==> config.mk <==
export PLATFORM = sky130hd
export DESIGN_NAME = bmc_divider
export DESIGN_NICKNAME = d
export VERILOG_FILES = /design/src/hw/rtl/byte_memory_cpu_core_macros.svh /design/src/hw/rtl/bmc_pkg.sv /design/src/hw/rtl/bmc_divider.sv
export SDC_FILE = /design/constraint.sdc
export NUM_CORES = 1
export LEC_CHECK = 0
export BUFFER_PORTS_ARGS = -buffer_cell sky130_fd_sc_hd__buf_2
export CORE_ASPECT_RATIO = 0.9
export CORE_MARGIN = 8
export CORE_UTILIZATION = 55
export DETAILED_ROUTE_END_ITERATION = 8
export HOLD_SLACK_MARGIN = 0.1
export MAX_ROUTING_LAYER = met4
export PLACE_DENSITY = 0.81
export SETUP_SLACK_MARGIN = 0.02
export SKIP_CTS_REPAIR_TIMING = 1
export SYNTH_ARGS = -nofsm -noshare
export SYNTH_HDL_FRONTEND = slang
export SYNTH_SLANG_ARGS = --single-unit
==> constraint.sdc <==
create_clock -name clock -period 3.7 [get_ports clock]
set_input_delay 0.37 -clock clock [delete_from_list [all_inputs] [get_ports clock]]
set_output_delay 0.37 -clock clock [all_outputs]
set_load 0.01 [all_outputs]
==> src/hw/rtl/byte_memory_cpu_core_macros.svh <==
// Assertion helpers for the core RTL file
`ifndef BYTE_MEMORY_CPU_CORE_MACROS_SVH
`define BYTE_MEMORY_CPU_CORE_MACROS_SVH
// Implication checked on every edge outside reset
`define BMC_ASSERT_IMP(label, clk, rst, lhs, rhs, msg) \
   label: assert property (@(posedge clk) disable iff (rst) (lhs) |-> (rhs)) else $error(msg);
// Next-cycle implication checked outside reset
`define BMC_ASSERT_NEXT(label, clk, rst, lhs, rhs, msg) \
   label: assert property (@(posedge clk) disable iff (rst) (lhs) |=> (rhs)) else $error(msg);
`endif

==> src/hw/rtl/bmc_pkg.sv <==
package bmc_pkg;
   typedef struct packed {
      logic [1:0]  kind;
      logic [31:0] address;
      logic [7:0]  byte_value;
      logic [3:0]  reg_index;
   } req_type;

   typedef struct packed {
      logic [2:0]  status;
      logic [31:0] pc;
      logic        equal_flag;
      logic        greater_flag;
      logic [31:0] value;
   } rsp_type;

   localparam logic [1:0] KIND_WRITE = 2'd0;
   localparam logic [1:0] KIND_SETPC = 2'd1;
   localparam logic [1:0] KIND_STEP  = 2'd2;
   localparam logic [1:0] KIND_READ  = 2'd3;

   localparam logic [2:0] ST_OK      = 3'd0;
   localparam logic [2:0] ST_HALT    = 3'd1;
   localparam logic [2:0] ST_BADOP   = 3'd2;
   localparam logic [2:0] ST_PUSHF   = 3'd3;
   localparam logic [2:0] ST_POPF    = 3'd4;
   localparam logic [2:0] ST_BADTYPE = 3'd5;

   localparam logic [7:0] OP_ADD = 8'd0,  OP_SUB = 8'd1,  OP_MUL = 8'd2,  OP_DIV = 8'd3;
   localparam logic [7:0] OP_MOV = 8'd4,  OP_LOAD = 8'd5, OP_STORE = 8'd6, OP_AND = 8'd7;
   localparam logic [7:0] OP_NOT = 8'd8,  OP_OR = 8'd9,   OP_XOR = 8'd10, OP_CMP = 8'd11;
   localparam logic [7:0] OP_JMP = 8'd12, OP_JMPE = 8'd13, OP_JMPNE = 8'd14;
   localparam logic [7:0] OP_JMPG = 8'd15, OP_JMPL = 8'd16, OP_HALT = 8'd17;
   localparam logic [7:0] OP_INT = 8'd18, OP_IRET = 8'd19, OP_LOADB = 8'd20;
   localparam logic [7:0] OP_STOREB = 8'd21, OP_CALL = 8'd22, OP_RET = 8'd23;
   localparam logic [7:0] OP_PUSH = 8'd24, OP_POP = 8'd25;

   localparam logic [31:0] SP_RESET   = 32'h000F_FFFF;
   localparam logic [31:0] POP_LIMIT  = 32'h000F_FFFC;
   localparam logic [31:0] PUSH_LIMIT = 32'h0000_0004;
   localparam logic [3:0]  SP_INDEX   = 4'd11;
   localparam logic [3:0]  NUM_REGS   = 4'd12;

   // divider handshake
   typedef struct packed {
      logic        start;
      logic [31:0] dividend;
      logic [31:0] divisor;
   } div_req_type;

   typedef struct packed {
      logic        done;
      logic [31:0] quotient;
      logic [31:0] remainder;
   } div_rsp_type;
endpackage

==> src/hw/rtl/bmc_divider.sv <==
// Restoring divider, one quotient bit per cycle
module bmc_divider (
   input  logic                 clock,
   input  logic                 reset,
   input  bmc_pkg::div_req_type div_req,
   output bmc_pkg::div_rsp_type div_rsp
);
   logic [5:0]  count_ff, count_in;
   logic        busy_ff, busy_in;
   logic [31:0] quo_ff, quo_in, rem_ff, rem_in, dsr_ff, dsr_in;
   logic        done_ff, done_in;
   logic [32:0] trial;

   always_comb begin
      count_in = count_ff;
      busy_in  = busy_ff;
      quo_in   = quo_ff;
      rem_in   = rem_ff;
      dsr_in   = dsr_ff;
      done_in  = 1'b0;
      trial    = {rem_ff, quo_ff[31]} - {1'b0, dsr_ff};
      if (div_req.start) begin
         busy_in  = 1'b1;
         count_in = 6'd32;
         quo_in   = div_req.dividend;
         rem_in   = '0;
         dsr_in   = div_req.divisor;
      end else if (busy_ff) begin
         if (!trial[32]) begin
            rem_in = trial[31:0];
            quo_in = {quo_ff[30:0], 1'b1};
         end else begin
            rem_in = {rem_ff[30:0], quo_ff[31]};
            quo_in = {quo_ff[30:0], 1'b0};
         end
         count_in = count_ff - 6'd1;
         if (count_ff == 6'd1) begin
            busy_in = 1'b0;
            done_in = 1'b1;
         end
      end
   end

   always_ff @(posedge clock) begin
      if (reset) begin
         busy_ff  <= 1'b0;
         done_ff  <= 1'b0;
         count_ff <= '0;
      end else begin
         busy_ff  <= busy_in;
         done_ff  <= done_in;
         count_ff <= count_in;
      end
      quo_ff <= quo_in;
      rem_ff <= rem_in;
      dsr_ff <= dsr_in;
   end

   assign div_rsp.done      = done_ff;
   assign div_rsp.quotient  = quo_ff;
   assign div_rsp.remainder = rem_ff;
endmodule

# Word-level counts from Yosys, hierarchy flattened
# Index checks and enable logic that the tools add are counted.
totals:
  output_inout_bits: 65
  in_bits: 67
  word_cells: 24
  reg_bits: 104
op_classes:
  n_eq_ne: 1
  n_reduce_logical: 3
  bitwise: 1
  addsub: 2
  n_mux: 10
ops:
  columns: ["op", "n"]
  rows:
  - ["two-way mux 32 bit", 3]
  - ["subtractor 33 x 32 -> 33 bit", 1]
  - ["two-way mux 6 bit", 2]
  - ["== test 6 x 1 -> 1 bit, second input constant", 1]
  - ["subtractor 6 x 1 -> 6 bit, second input constant", 1]
  - ["two-way mux 1 bit", 5]
  - ["OR reduction 3 bit", 1]
  - ["nonzero test 2 bit", 1]
  - ["OR reduction 2 bit", 1]
  - ["NOT 1 bit", 1]

# Longest topological paths before layout
depth:
  depth_word: 4
  mapped_depth: 14
  depth_no_buf: 12

# Worst setup path before layout
# Ideal clock, no wire load.
synth_timing:
  path_kind: "register -> register"
  from: "reg quo_ff[31]"
  to: "reg rem_ff[30]"
  path_buffers: 2
  period_less_slack_ns: 2.834
  arrival_time_ns: 2.746
  stages_incl_launch_ff: 14
  required_ns: 3.612
  slack_ns: 0.866
  setup_time_ns: 0.088
  path_cell_list: "edfxtp_1 inv_1 ha_1 fa_1 nor2b_1 o31a_1 o21a_1 o211ai_1 a211oi_1 and2_4 buf_12 buf_12 nand3_2 a311oi_2"
synth_between:
  elab_chain_cells: 2
synth_lines:
  columns: ["item", "line", "source"]
  rows:
  - ["from (decl)", "bmc_divider.sv:10", "logic [31:0] quo_ff, quo_in, rem_ff, rem_in, dsr_ff, dsr_in;"]
  - ["from (signal assigned)", "bmc_divider.sv:54", "quo_ff <= quo_in;"]
  - ["subtractor 33 x 32 -> 33 bit", "bmc_divider.sv:21", "trial = {rem_ff, quo_ff[31]} - {1'b0, dsr_ff};"]
  - ["two-way mux 32 bit", "bmc_divider.sv:29", "if (!trial[32]) begin"]
  - ["to (signal assigned)", "bmc_divider.sv:55", "rem_ff <= rem_in;"]
  - ["to (decl)", "bmc_divider.sv:10", null]
# No other way between the ends.
# A chain may end at the register's enable or synchronous reset.

# Final worst setup path
layout_timing:
  from: "reg quo_ff[31]"
  to: "reg rem_ff[18]"
# The elaborated chain is that of the path after synthesis.

==> impl_results.md <==
* Antenna violations before repair at 1
* Buffers from clock root to sink, at most at 2
* Die ar. at approximately 0.015 mm^2
* Final setup violation count at 0
* Most common cell after layout, fill and taps aside: sky130_fd_sc_hd__buf_2
* Met2 GRT Util at between 30% and 40%
* Worst Tran Pin Value at between 600 and 700 ps
* HPWL Detailed at about 11 mm
* Worst reg2reg endpoint: rem_ff[18]
* Netlist Area Pre-Place at slightly above 0.006 mm^2
* Routed WL at about 15 mm
* Crit. End Element: flip-flop
* Latest clock arrival within the worst-skew pair at about 360 ps
* Synth-to-layout area growth at 16.12%
* Clock input transition at the sequential cells of the worst setup and hold paths at 80 ps
* Number of cell rows at 36
* Number of clock sinks at roughly 100
* Reg-to-reg critical path startpoint: quo_ff[31]
* Vertical die dimension at ~120 um
* Number of cells on the worst reg-to-reg path at 13
* Shortest period the worst path allows at 3280 ps
* Arrival @ worst endpoint at ~3600 ps
* Total negative setup slack at 0 ps
* FF+latch count, synth at roughly 100
* Fillers at between 800 and 900
* Vias at 4890
* Hold Path Depth at 1
* CTS root buffer: sky130_fd_sc_hd__clkbuf_16
* Final number of hold-violating endpoints at 0
* Max-slew violation total from the final report at 0
* Post-synth EDFFs at 64
* Global-route usage over all layers at 21.57%
* Commonest cells after routing, fill and taps aside: sky130_fd_sc_hd__buf_2 (130), sky130_fd_sc_hd__edfxtp_1 (64), sky130_fd_sc_hd__nor2_1 (59), sky130_fd_sc_hd__inv_1 (42), sky130_fd_sc_hd__a21oi_1 (40)
* Post-synth top flop: sky130_fd_sc_hd__edfxtp_1
* Starting Density at a little under three fifths
* FF-to-FF setup slack at 420 ps
* Mapped Cells at 594
* Met3 global-route usage at 5.981%
* Sequential element share of the synthesized area at a little under half
* Critical Path End: rem_ff[18]
* Top achievable clock speed at a little over 0.3 GHz
* Total clock buffers created by CTS at 9
* Io pins at roughly 130
* # H-tree levels at 3
* Largest cells by area after synthesis: sky130_fd_sc_hd__edfxtp_1 (32%), sky130_fd_sc_hd__dfxtp_1 (13%), sky130_fd_sc_hd__ha_1 (7.1%)
* Count of unresolved DRC violations after routing at 0
* Rel. slew slack at about three fifths
* Slack of the critical path at approximately 420 ps
* Number of global-route vias before repair at between 4000 and 5000
* Setup repair after global routing missed its margin: no
* Post-layout util at between 60 and 70%
* Routed vias/inst at 5.767
* Crit path required time at a little under 4000 ps
* Ratio of cells with drive above 1 in the final layout at between 20% and 30%
* Sequential cell area at between 0.002 and 0.003 mm^2
* Syn. warnings at 0
* Final weighted congestion of routability-driven global placement at a little over 0.9
* Floorplan Core Area at approximately 0.011 mm^2
* Post-synthesis async set-or-reset flop share at 0%
* Number of nets with antenna violations after detailed routing at 0
* Start point of the critical path: quo_ff[31]
* Number of nets in the layout at 811
* Library cell occupying the most area in the post-synthesis netlist: sky130_fd_sc_hd__edfxtp_1
* Result of the run: finished clean
* Maximum fanout along the worst path at 25
* CTS tree: done
* Most utilized layer in the global route result: met2
* Avg WL per Cell at approximately 18 um
* Routing usage on met1 at between 20% and 30%
* DRC marker count from the first detailed-route iteration at ~330
* Worst min-delay path class: in2reg
* Combined area of the multi-input logic cells at around 0.0030 mm^2
* Path type of the worst setup path: reg2reg
* Maximum clock skew at final layout at roughly 14 ps
* Port Buffer Count at 131
* Max-cap viol count at 0
* Largest vdd supply drop at approximately 0.39 mV
* Total congestion overflow after global routing at 0
* Fraction of the cycle the final worst path needs at 88.64%
* Kind of start point of the critical path: flip-flop
* Synth Area per Inst at 10.15 um^2
* Leakage power total at a little over 0.003 uW
* Number of distinct standard cells referenced by the synthesized netlist at 67
* Die span in x at between 100 and 150 um
* Synth Net Count at 696
* Area fraction of the dominant cell type after synthesis at between 30% and 40%
* Worst setup slack after placement at between 400 and 500 ps
* Pin count of the biggest net entering global routing at 48
* TritonRoute pass-1 iters at 4
* Global-route wire length before repair at about 24 mm
* Power per cell area at between 400 and 500 mW/mm^2
## worst min path at each step
stage	from	end	slack [ps]
floorplan	reset	count_ff[5]	440
global route	div_req[29]	dsr_ff[29]	170
global placement	count_ff[0]	count_ff[0]	480
finish	div_req[8]	dsr_ff[8]	180
detailed placement	rem_ff[1]	rem_ff[1]	500
CTS	div_req[4]	dsr_ff[4]	170
## layer usage
layer / part of all wire, % / up-vias
met2: 46 / 178
met5: 0 / -
met1: 46 / 2281
met3: 6.5 / 18
met4: 1.6 / 0
li1: - / 2413
## area by class of cell
cell class	count	area share, %
multi-input combinational	416	42.38
clock inverter	5	0.6611
sequential	104	38.90
clock buffer	11	3.466
inverter	42	2.251
timing repair buffer	136	9.934
antenna	1	0.03573
tap	133	2.376
## registers in the layout, summed over array words and instances, names as in the netlist
name,cells
done_ff,1
rem_ff,32
quo_ff,32
count_ff,6
dsr_ff,32
busy_ff,1
## power breakdown
| group | switching (uW) | leakage (uW) | internal, uW |
|---|---|---|---|
| Combinational | 418 | 0.00191 | 310 |
| Sequential | 68.7 | 0.000965 | 1340 |
| Clock | 448 | 0.000143 | 489 |
## worst max-delay path, stage by stage, from the launching register on
cell and delay [ps]:
sky130_fd_sc_hd__edfxtp_1 380, sky130_fd_sc_hd__inv_1 50, sky130_fd_sc_hd__ha_1 220, sky130_fd_sc_hd__fa_1 400, sky130_fd_sc_hd__nor2b_1 230, sky130_fd_sc_hd__o31a_1 240
sky130_fd_sc_hd__o21a_1 220, sky130_fd_sc_hd__o211ai_1 120, sky130_fd_sc_hd__a211oi_1 320, sky130_fd_sc_hd__nand2_2 200, sky130_fd_sc_hd__buf_4 270, sky130_fd_sc_hd__nor4_1 300
sky130_fd_sc_hd__a211oi_1 80, sky130_fd_sc_hd__nor3_1 140
## per-stage QoR
stage	cells	area, um^2	total power [uW]	hold WS [ps]
global route	848	7003	3226	167.9
CTS	847	7000	3095	170.0
floorplan	594	6031	1937	439.1
finish	848	7003	3074	178.6
global placement	831	6711	2133	477.6
detailed placement	831	6711	2156	503.0
## synth_stat cells, types with 3 or more instances
library cell               instances
sky130_fd_sc_hd__a21o_1           11
sky130_fd_sc_hd__o21bai_1          3
sky130_fd_sc_hd__clkbuf_1         21
sky130_fd_sc_hd__nor2b_1           5
sky130_fd_sc_hd__a21oi_1          40
sky130_fd_sc_hd__nor2_1           59
sky130_fd_sc_hd__or2_2             3
sky130_fd_sc_hd__a211oi_1         23
sky130_fd_sc_hd__mux2i_1           9
sky130_fd_sc_hd__dfxtp_1          40
sky130_fd_sc_hd__o211ai_1          6
sky130_fd_sc_hd__mux2_2           31
sky130_fd_sc_hd__inv_1            42
sky130_fd_sc_hd__nand3_1           5
sky130_fd_sc_hd__nand2_1          35
sky130_fd_sc_hd__nand4_1           8
sky130_fd_sc_hd__o21a_1            8
sky130_fd_sc_hd__and3_1            6
sky130_fd_sc_hd__ha_1             34
sky130_fd_sc_hd__xor2_1           11
sky130_fd_sc_hd__a21oi_2           4
sky130_fd_sc_hd__o21ai_0          28
sky130_fd_sc_hd__nand2b_1          3
sky130_fd_sc_hd__edfxtp_1         64
sky130_fd_sc_hd__xnor2_1          17
sky130_fd_sc_hd__o31ai_1           3
sky130_fd_sc_hd__o31a_1            3
sky130_fd_sc_hd__buf_6             3
sky130_fd_sc_hd__nor3_1           15
## logic make-up after synthesis
kind of cell	share of synthesized area, %
compound gates	18.53
xor+xnor	4.066
buf+inv	5.643
simple gates	11.95
mux	7.282
fa+ha+maj	7.386
flops	45.15
No activity file was read; power rests on OpenSTA's default activity.
